`src/hw/rtl/idw_pkg.sv`:
```
`timescale 1ns / 1ps
package idw_pkg;

  localparam int CoordW = 10;
  localparam int ValW   = 16;
  localparam int CfgW   = 16;
  localparam int SqW    = 21;  // dx^2 + dy^2
  localparam int DistW  = 19;  // sqrt with 8 fraction bits
  localparam int DenW   = 57;  // d^3
  localparam int WgtW   = 33;  // weight <= 2^32
  localparam int ProdW  = WgtW + ValW;
  localparam int WsumW  = 64;
  localparam int WtW    = 41;
  localparam int CntW   = 7;

  localparam logic REG_INV_POWER = 1'b0;
  localparam logic REG_NODATA    = 1'b1;

  typedef struct packed {
    logic [CoordW-1:0] cell_x;
    logic [CoordW-1:0] cell_y;
    logic [CoordW-1:0] station_x;
    logic [CoordW-1:0] station_y;
    logic [ValW-1:0]   station_value;
    logic              has_series;
    logic              last_station;
  } in_item_t;

  typedef struct packed {
    logic [ValW-1:0] interpolated_value;
    logic            result_valid;
    logic            on_station;
  } out_item_t;

endpackage

```
`src/hw/rtl/idw_if.sv`:
```
`timescale 1ns / 1ps
interface idw_in_if import idw_pkg::*; ();
  logic     valid;
  logic     ready;
  in_item_t payload;
  modport source (output valid, output payload, input ready);
  modport sink (input valid, input payload, output ready);
endinterface

interface idw_out_if import idw_pkg::*; ();
  logic      valid;
  logic      ready;
  out_item_t payload;
  modport source (output valid, output payload, input ready);
  modport sink (input valid, input payload, output ready);
endinterface

```
`src/hw/rtl/inverse_distance_weighting_unit.sv`:
```
`timescale 1ns / 1ps
// Channel   Dir  Payload                                   Handshake
// in_ch     in   cell/station position, value, flags       valid/ready
// out_ch    out  interpolated_value, result_valid, on_st.  valid/ready
// cfg       in   cfg_index, cfg_data                       cfg_we, no wait
//
// A skipped item is taken in S_IDLE; others run square root, shift-add
// power if p > 1, weight divide, multiply and accumulate. A last station
// adds S_FIN and, unless coincidence or a zero weight sum decides, the
// restoring 64/41 mean divide. Synchronous reset clears the sequencer,
// sums and output valid. in_ch is held off while an item is worked; a
// result waiting on out_ch stalls only the next last station item.
module inverse_distance_weighting_unit import idw_pkg::*; (
  input  logic              clk,
  input  logic              rst,
  idw_in_if.sink            in_ch,
  idw_out_if.source         out_ch,
  input  logic              cfg_we,
  input  logic              cfg_index,
  input  logic [CfgW-1:0]   cfg_data
);

  typedef enum logic [8:0] {
    S_IDLE = 9'b000000001,
    S_SQRT = 9'b000000010,
    S_MUL  = 9'b000000100,
    S_DIV  = 9'b000001000,
    S_MULV = 9'b000010000,
    S_ACC  = 9'b000100000,
    S_FIN  = 9'b001000000,
    S_FDIV = 9'b010000000,
    S_OUT  = 9'b100000000
  } state_t;

  state_t state;

  logic [1:0]       inv_power;
  logic [ValW-1:0]  nodata;
  logic [WsumW-1:0] weighted_sum;
  logic [WtW-1:0]   weight_sum;
  logic             coin_flag;
  logic [ValW-1:0]  coin_value;

  logic [ValW-1:0]  val;
  logic             last;
  logic [1:0]       passes;
  logic [CntW-1:0]  cnt;

  logic [2*DistW-1:0] sq_v;
  logic [DistW+1:0]   sq_rem;
  logic [DistW-1:0]   root;
  logic [DistW-1:0]   dist_fx;
  logic [DenW-1:0]    mcand;
  logic [DenW-1:0]    macc;
  logic [DistW-1:0]   mplier;
  logic [DenW-1:0]    den;
  logic [DenW-1:0]    drem;
  logic [WgtW-1:0]    wq;
  logic [ProdW-1:0]   prod;
  logic [WsumW-1:0]   dvd;
  logic [WtW-1:0]     frem;
  logic [ValW-1:0]    fq;
  logic               fovf;

  // input side
  logic [CoordW-1:0] dx, dy;
  logic [SqW-1:0]    sq;
  logic [1:0]        p_eff;
  in_item_t          it;

  assign it    = in_ch.payload;
  assign dx    = (it.cell_x >= it.station_x) ? it.cell_x - it.station_x
                                             : it.station_x - it.cell_x;
  assign dy    = (it.cell_y >= it.station_y) ? it.cell_y - it.station_y
                                             : it.station_y - it.cell_y;
  assign sq    = SqW'(dx * dx) + SqW'(dy * dy);
  assign p_eff = (inv_power == 2'd0) ? 2'd1 : inv_power;

  assign in_ch.ready = (state == S_IDLE);
  logic accept;
  assign accept = in_ch.valid && in_ch.ready;

  // square root step, two radicand bits a cycle
  logic [DistW+1:0] sq_rs;
  logic [DistW+1:0] sq_trial;
  logic             sq_ge;
  assign sq_rs    = {sq_rem[DistW-1:0], sq_v[2*DistW-1 -: 2]};
  assign sq_trial = {root, 2'b01};
  assign sq_ge    = sq_rs >= sq_trial;

  // shift-add multiply step
  logic [DenW-1:0] macc_next;
  assign macc_next = mplier[0] ? macc + mcand : macc;

  // weight divide step; dividend is the single bit 2^(32+8p)
  logic [DenW:0] d_rs;
  logic          d_ge;
  logic [CntW-1:0] num_pos;
  assign num_pos = CntW'(32) + CntW'({p_eff, 3'b000});
  assign d_rs    = {drem, (cnt == num_pos)};
  assign d_ge    = d_rs >= {1'b0, den};

  // mean divide step
  logic [WtW:0] f_rs;
  logic         f_ge;
  assign f_rs = {frem, dvd[WsumW-1]};
  assign f_ge = f_rs >= {1'b0, weight_sum};

  // saturating accumulate
  logic [WsumW:0] ws_add;
  logic [WtW:0]   wt_add;
  assign ws_add = {1'b0, weighted_sum} + (WsumW+1)'(prod);
  assign wt_add = {1'b0, weight_sum} + (WtW+1)'(wq);

  logic out_free;
  assign out_free = !out_ch.valid || out_ch.ready;

  logic out_load;
  assign out_load = (state == S_OUT) && out_free;

  always_ff @(posedge clk) begin
    if (rst) begin
      inv_power <= 2'd1;
      nodata    <= '1;
    end else if (cfg_we) begin
      case (cfg_index)
        REG_INV_POWER: inv_power <= cfg_data[1:0];
        REG_NODATA:    nodata    <= cfg_data[ValW-1:0];
        default: ;
      endcase
    end
  end

  always_ff @(posedge clk) begin
    if (rst) begin
      state        <= S_IDLE;
      weighted_sum <= '0;
      weight_sum   <= '0;
      coin_flag    <= 1'b0;
      coin_value   <= '0;
      out_ch.valid <= 1'b0;
    end else begin
      if (out_load) out_ch.valid <= 1'b1;
      else if (out_ch.ready) out_ch.valid <= 1'b0;
      case (state)
        S_IDLE: begin
          if (accept) begin
            val  <= it.station_value;
            last <= it.last_station;
            if (it.has_series && sq == '0) begin
              coin_flag  <= 1'b1;
              coin_value <= it.station_value;
            end
            if (it.has_series && sq != '0 && it.station_value != nodata) begin
              sq_v   <= {1'b0, sq, 16'b0};
              sq_rem <= '0;
              root   <= '0;
              cnt    <= CntW'(DistW - 1);
              state  <= S_SQRT;
            end else if (it.last_station) begin
              state <= S_FIN;
            end
          end
        end
        S_SQRT: begin
          sq_v   <= {sq_v[2*DistW-3:0], 2'b00};
          sq_rem <= sq_ge ? sq_rs - sq_trial : sq_rs;
          root   <= {root[DistW-2:0], sq_ge};
          if (cnt == '0) begin
            dist_fx <= {root[DistW-2:0], sq_ge};
            drem    <= '0;
            if (p_eff == 2'd1) begin
              den   <= DenW'({root[DistW-2:0], sq_ge});
              cnt   <= CntW'(DenW - 1);
              state <= S_DIV;
            end else begin
              mcand  <= DenW'({root[DistW-2:0], sq_ge});
              mplier <= {root[DistW-2:0], sq_ge};
              macc   <= '0;
              passes <= p_eff - 2'd1;
              cnt    <= CntW'(DistW - 1);
              state  <= S_MUL;
            end
          end else begin
            cnt <= cnt - 1'b1;
          end
        end
        S_MUL: begin
          if (cnt == '0) begin
            if (passes == 2'd1) begin
              den   <= macc_next;
              drem  <= '0;
              cnt   <= CntW'(DenW - 1);
              state <= S_DIV;
            end else begin
              mcand  <= macc_next;
              mplier <= dist_fx;
              macc   <= '0;
              passes <= passes - 2'd1;
              cnt    <= CntW'(DistW - 1);
            end
          end else begin
            macc   <= macc_next;
            mcand  <= {mcand[DenW-2:0], 1'b0};
            mplier <= {1'b0, mplier[DistW-1:1]};
            cnt    <= cnt - 1'b1;
          end
        end
        S_DIV: begin
          drem <= d_ge ? DenW'(d_rs - {1'b0, den}) : DenW'(d_rs);
          wq   <= {wq[WgtW-2:0], d_ge};
          if (cnt == '0) state <= S_MULV;
          else cnt <= cnt - 1'b1;
        end
        S_MULV: begin
          prod  <= wq * val;
          state <= S_ACC;
        end
        S_ACC: begin
          weighted_sum <= ws_add[WsumW] ? '1 : ws_add[WsumW-1:0];
          weight_sum   <= wt_add[WtW] ? '1 : wt_add[WtW-1:0];
          state        <= last ? S_FIN : S_IDLE;
        end
        S_FIN: begin
          dvd   <= weighted_sum;
          frem  <= '0;
          fq    <= '0;
          fovf  <= 1'b0;
          cnt   <= CntW'(WsumW - 1);
          state <= (coin_flag || weight_sum == '0) ? S_OUT : S_FDIV;
        end
        S_FDIV: begin
          dvd  <= {dvd[WsumW-2:0], 1'b0};
          frem <= f_ge ? WtW'(f_rs - {1'b0, weight_sum}) : WtW'(f_rs);
          fq   <= {fq[ValW-2:0], f_ge};
          fovf <= fovf | fq[ValW-1];
          if (cnt == '0) state <= S_OUT;
          else cnt <= cnt - 1'b1;
        end
        S_OUT: begin
          if (out_free) begin
            if (coin_flag) begin
              out_ch.payload <= '{interpolated_value: coin_value,
                                  result_valid: 1'b1, on_station: 1'b1};
            end else if (weight_sum == '0) begin
              out_ch.payload <= '{interpolated_value: '0,
                                  result_valid: 1'b0, on_station: 1'b0};
            end else begin
              out_ch.payload <= '{interpolated_value: fovf ? '1 : fq,
                                  result_valid: 1'b1, on_station: 1'b0};
            end
            weighted_sum <= '0;
            weight_sum   <= '0;
            coin_flag    <= 1'b0;
            state        <= S_IDLE;
          end
        end
        default: state <= S_IDLE;
      endcase
    end
  end

`ifndef SYNTHESIS
  a_out_load: assert property (@(posedge clk) disable iff (rst)
    (state == S_OUT && out_free) |=> out_ch.valid)
    else $error("result not presented");
  a_wdiv_rem: assert property (@(posedge clk) disable iff (rst)
    (state == S_DIV) |-> (drem < den))
    else $error("weight divide remainder out of range");
  a_fdiv_rem: assert property (@(posedge clk) disable iff (rst)
    (state == S_FDIV) |-> (frem < weight_sum))
    else $error("mean divide remainder out of range");
`endif

endmodule

```
`src/flat_wrapper.sv`:
```
// flat-port wrapper written by rule: the top's interface ports become plain ports
module inverse_distance_weighting_unit_flat import idw_pkg::*;
  (clk, rst, cfg_we, cfg_index, cfg_data, in_ch_valid, in_ch_payload, in_ch_ready, out_ch_valid, out_ch_payload, out_ch_ready);
  idw_in_if in_ch_i ();
  idw_out_if out_ch_i ();
  input  logic clk;
  input  logic rst;
  input  logic cfg_we;
  input  logic cfg_index;
  input  logic [CfgW-1:0] cfg_data;
  input wire logic [$bits(in_ch_i.valid)-1:0] in_ch_valid;
  input wire logic [$bits(in_ch_i.payload)-1:0] in_ch_payload;
  output wire logic [$bits(in_ch_i.ready)-1:0] in_ch_ready;
  output wire logic [$bits(out_ch_i.valid)-1:0] out_ch_valid;
  output wire logic [$bits(out_ch_i.payload)-1:0] out_ch_payload;
  input wire logic [$bits(out_ch_i.ready)-1:0] out_ch_ready;
  assign in_ch_i.valid = in_ch_valid;
  assign in_ch_i.payload = in_ch_payload;
  assign in_ch_ready = in_ch_i.ready;
  assign out_ch_valid = out_ch_i.valid;
  assign out_ch_payload = out_ch_i.payload;
  assign out_ch_i.ready = out_ch_ready;
  inverse_distance_weighting_unit u_core (.clk(clk), .rst(rst), .in_ch(in_ch_i), .out_ch(out_ch_i), .cfg_we(cfg_we), .cfg_index(cfg_index), .cfg_data(cfg_data));
endmodule
```
`config.mk`:
```
export PLATFORM = sky130hd
export DESIGN_NAME = inverse_distance_weighting_unit_flat
export DESIGN_NICKNAME = d
export VERILOG_FILES = /design/src/hw/rtl/idw_pkg.sv /design/src/hw/rtl/idw_if.sv /design/src/hw/rtl/inverse_distance_weighting_unit.sv /design/src/flat_wrapper.sv
export SDC_FILE = /design/constraint.sdc
export NUM_CORES = 2
export LEC_CHECK = 0
export BUFFER_PORTS_ARGS = -buffer_cell sky130_fd_sc_hd__buf_2
export CORE_MARGIN = 1.5
export CORE_UTILIZATION = 40
export CTS_CLUSTER_DIAMETER = 120
export DETAILED_ROUTE_END_ITERATION = 10
export SKIP_LAST_GASP = 1
export SLEW_MARGIN = 10
export SYNTH_ARGS = -nofsm -noshare
export SYNTH_HDL_FRONTEND = slang
export SYNTH_SLANG_ARGS = --single-unit
```
`constraint.sdc`:
```
create_clock -name clk -period 16.9 [get_ports clk]
set_clock_uncertainty 0.05 [all_clocks]
set_input_delay 3.38 -clock clk [delete_from_list [all_inputs] [get_ports clk]]
set_output_delay 3.38 -clock clk [all_outputs]
set_load 0.1 [all_outputs]
```
==> summary.txt <==
Outcome
  – Status: finished clean

STA
  – Final setup viols: 0
  – Final WS setup: 2.85 ns
  – Slew Viols, Final: 0
  – TNS Setup: 0 ns
  – Slew @ Worst Pin: 1.23 ns
  – Final hold violations: 0
  – Fin crit share: 0.831
  – Final worst path period need: 14.05 ns
  – Worst slew margin: 0.179
  – F_max: 71.2 MHz
  – RSZ-0062 raised after global routing: no
  – Fin Hold WS: 0.401 ns

Yosys
  – Largest area contributor in the netlist: edfxtp_1
  – Async set-or-reset flop fraction in the synthesized netlist: 0
  – Synthesized area: 66500 um^2
  – EDFF count, synth: 574
  – #FFs+latches synth: 724
  – Synth Instances: 7219
  – Synth Area per Inst: 9.21 um^2
  – Register area share after synthesis: 0.304
  – Synth Net Count: 8372
  – Top cell type's share of synthesized area: 0.259
  – Most used DFF post-synth: edfxtp_1
  – Yosys warning count: 0
  – Area contributors post-synth: edfxtp_1 (26%), fa_1 (17%), ha_1 (9.4%), nand2_1 (5.6%), inv_1 (4.8%)
  – Yosys cell types: 87

Critical path
  – Critical Path AT: 14.37 ns
  – Kind of critical path: primary input to flip-flop
  – Crit end category: flip-flop
  – Worst path max stage delay: 0.84 ns
  – CP Launch Type: primary input
  – Worst Path Max Fanout: 14
  – Crit path top cell by count: fa_1
  – WP data required: 17.22 ns
  – Slowest CP cell: a211oi_1

Global routing
  – First-pass GRT wire length: 281 mm
  – Number of global-route vias before repair: 51300
  – Largest net degree at the start of global routing: 95
  – Initial antenna violation count: 4
  – Total grt overflow: 0
  – GRT Overall Usage: 0.207

Clocking
  – Cts-stage hold buffer count: 0
  – H-Tree Depth: 3
  – TritonCTS clock tree: done
  – Post-CTS sizing: 0
  – # Post-CTS Setup Buffers: 0
  – Reg clk slew, reported paths: 0.06 ns
  – Root buf cell: clkbuf_16
  – Clock Sinks: 724
  – Worst skew pair latency: 0.75 ns
  – Clk buf depth: 3
  – Num CTS Buffers: 90

Drt
  – DR iter-0 viols: 3252
  – Pre-antenna DRT Iters: 6
  – Routed Antenna Nets: 0
  – Vias after detailed routing: 51400
  – Via density: 5.44
  – Avg WL per Cell: 18.5 um
  – Remaining DRCs: 0
  – Final wirelength: 175 mm

Layout
  – Commonest non-fill, non-tap cells in the layout: nand2_1 (998), inv_1 (858), edfxtp_1 (574)
  – Area Overhead vs Synth: 8.79%
  – # fillers: 16000
  – Fin util: 0.439
  – Share of layout cells above drive strength 1: 0.0528
  – Final nets: 8325
  – Commonest non-fill, non-tap cell in the layout: nand2_1

Placement
  – Port Buffer Count: 99
  – Placement Setup Slack: 2.10 ns
  – HPWL Detailed: 126 mm
  – Placer congestion estimate: 0.885

Die
  – Die width: 411 um
  – Initial core utilization: 0.403
  – # IOs: 100
  – Die Ht: 411 um
  – Core Region: 165000 um^2
  – Die area: 169000 um^2
  – Row count: 149

Run
  – Max-cap violations: 0

Min path
  – Worst hold path type: flip-flop to flip-flop
## metal layers
layer	vias up	share of wire	global-route usage
li1	24500	-	-
met1	25400	0.46	0.288
met2	1260	0.46	0.340
met3	256	0.052	0.0271
met4	4	0.021	0.0503
met5	-	0.00015	0
## cell families (layout without fill, tap and decap cells)
kind of cell,Yosys count,after routing,share of synthesized area
other,0,1,0
adders and majority gates,1073,1073,0.266
AOI/OAI and AO/OA,1486,1486,0.142
and+or+nand+nor,2308,2308,0.157
xor gates and xnor gates,326,326,0.0429
muxes,131,131,0.0198
buffers and inverters,1171,1202,0.0669
DFF,724,724,0.304
## metrics by stage
| stage | cell area [um^2] | instances |
|---|---|---|
| floorplan | 66500 | 7219 |
| global placement | 69200 | 9269 |
| global route | 72400 | 9440 |
| detailed placement | 69200 | 9269 |
| CTS | 72400 | 9439 |
| finish | 72400 | 9440 |
## cells in the mapped netlist, drive strengths merged, types with 12 or more instances
master,count
a21o,182
a21boi,14
clkbuf,275
nor4,32
a21oi,520
o21ai,258
inv,859
nand2b,64
nand3,78
and2,231
a211oi,118
or2,15
mux2i,124
ha,501
nor3,93
o31ai,40
nand2,999
or3,27
o211ai,35
nor2b,47
nand4,63
a2111oi,15
a311oi,27
edfxtp,574
a41oi,12
o21bai,42
o21a,45
o31a,12
a31oi,54
and3,64
nor2,547
fa,572
xor2,135
xnor2,191
dfxtp,150
buf,37
a211o,24
## registers in the layout, indices dropped and copies added (netlist names), 7 cells and up
signal and cells:
u_core.mcand 57, u_core.state 9, u_core.sq_rem 19, u_core.out_ch.payload 18
u_core.mplier 19, u_core.drem 57, u_core.fq 16, u_core.root 19
u_core.weighted_sum 64, u_core.dist_fx 19, u_core.val 16, u_core.prod 49
u_core.macc 57, u_core.den 57, u_core.weight_sum 41, u_core.cnt 7
u_core.dvd 64, u_core.sq_v 22, u_core.wq 33, u_core.frem 41
u_core.nodata 16, u_core.coin_value 16
## path summary, 6_finish.rpt
path	startpoint	endpoint	slack [ns]	cells after the start
worst min-delay path	u_core.dvd[8]	u_core.dvd[9]	0.40	2
worst max-delay path	in_ch_payload[38]	u_core.cnt[5]	2.85	38
worst min register to register	u_core.dvd[8]	u_core.dvd[9]	0.40	2
worst max register to register	u_core.wq[9]	u_core.prod[48]	8.36	25
## cell type report
cell class	count	area [um^2]	area share
antenna	1	2.50	0.0000346
clock buffer	120	2450	0.0339
clock inverter	50	699	0.00967
inverter	859	3230	0.0446
multi-input combinational	5324	41900	0.580
sequential	724	20200	0.280
tap	2189	2740	0.0379
timing repair buffer	173	1060	0.0146
## critical path, delay by kind of cell
kind            cells  cell delay [ns]
compound gates     11             3.14
fa+ha+maj          10             4.30
mux                 1             0.20
simple gates        8             1.90
buf+inv             6             0.67
xor+xnor            2             0.78
Power is not shown: default switching activity piles up to over one toggle a cycle in this logic, so the estimate is an artifact.
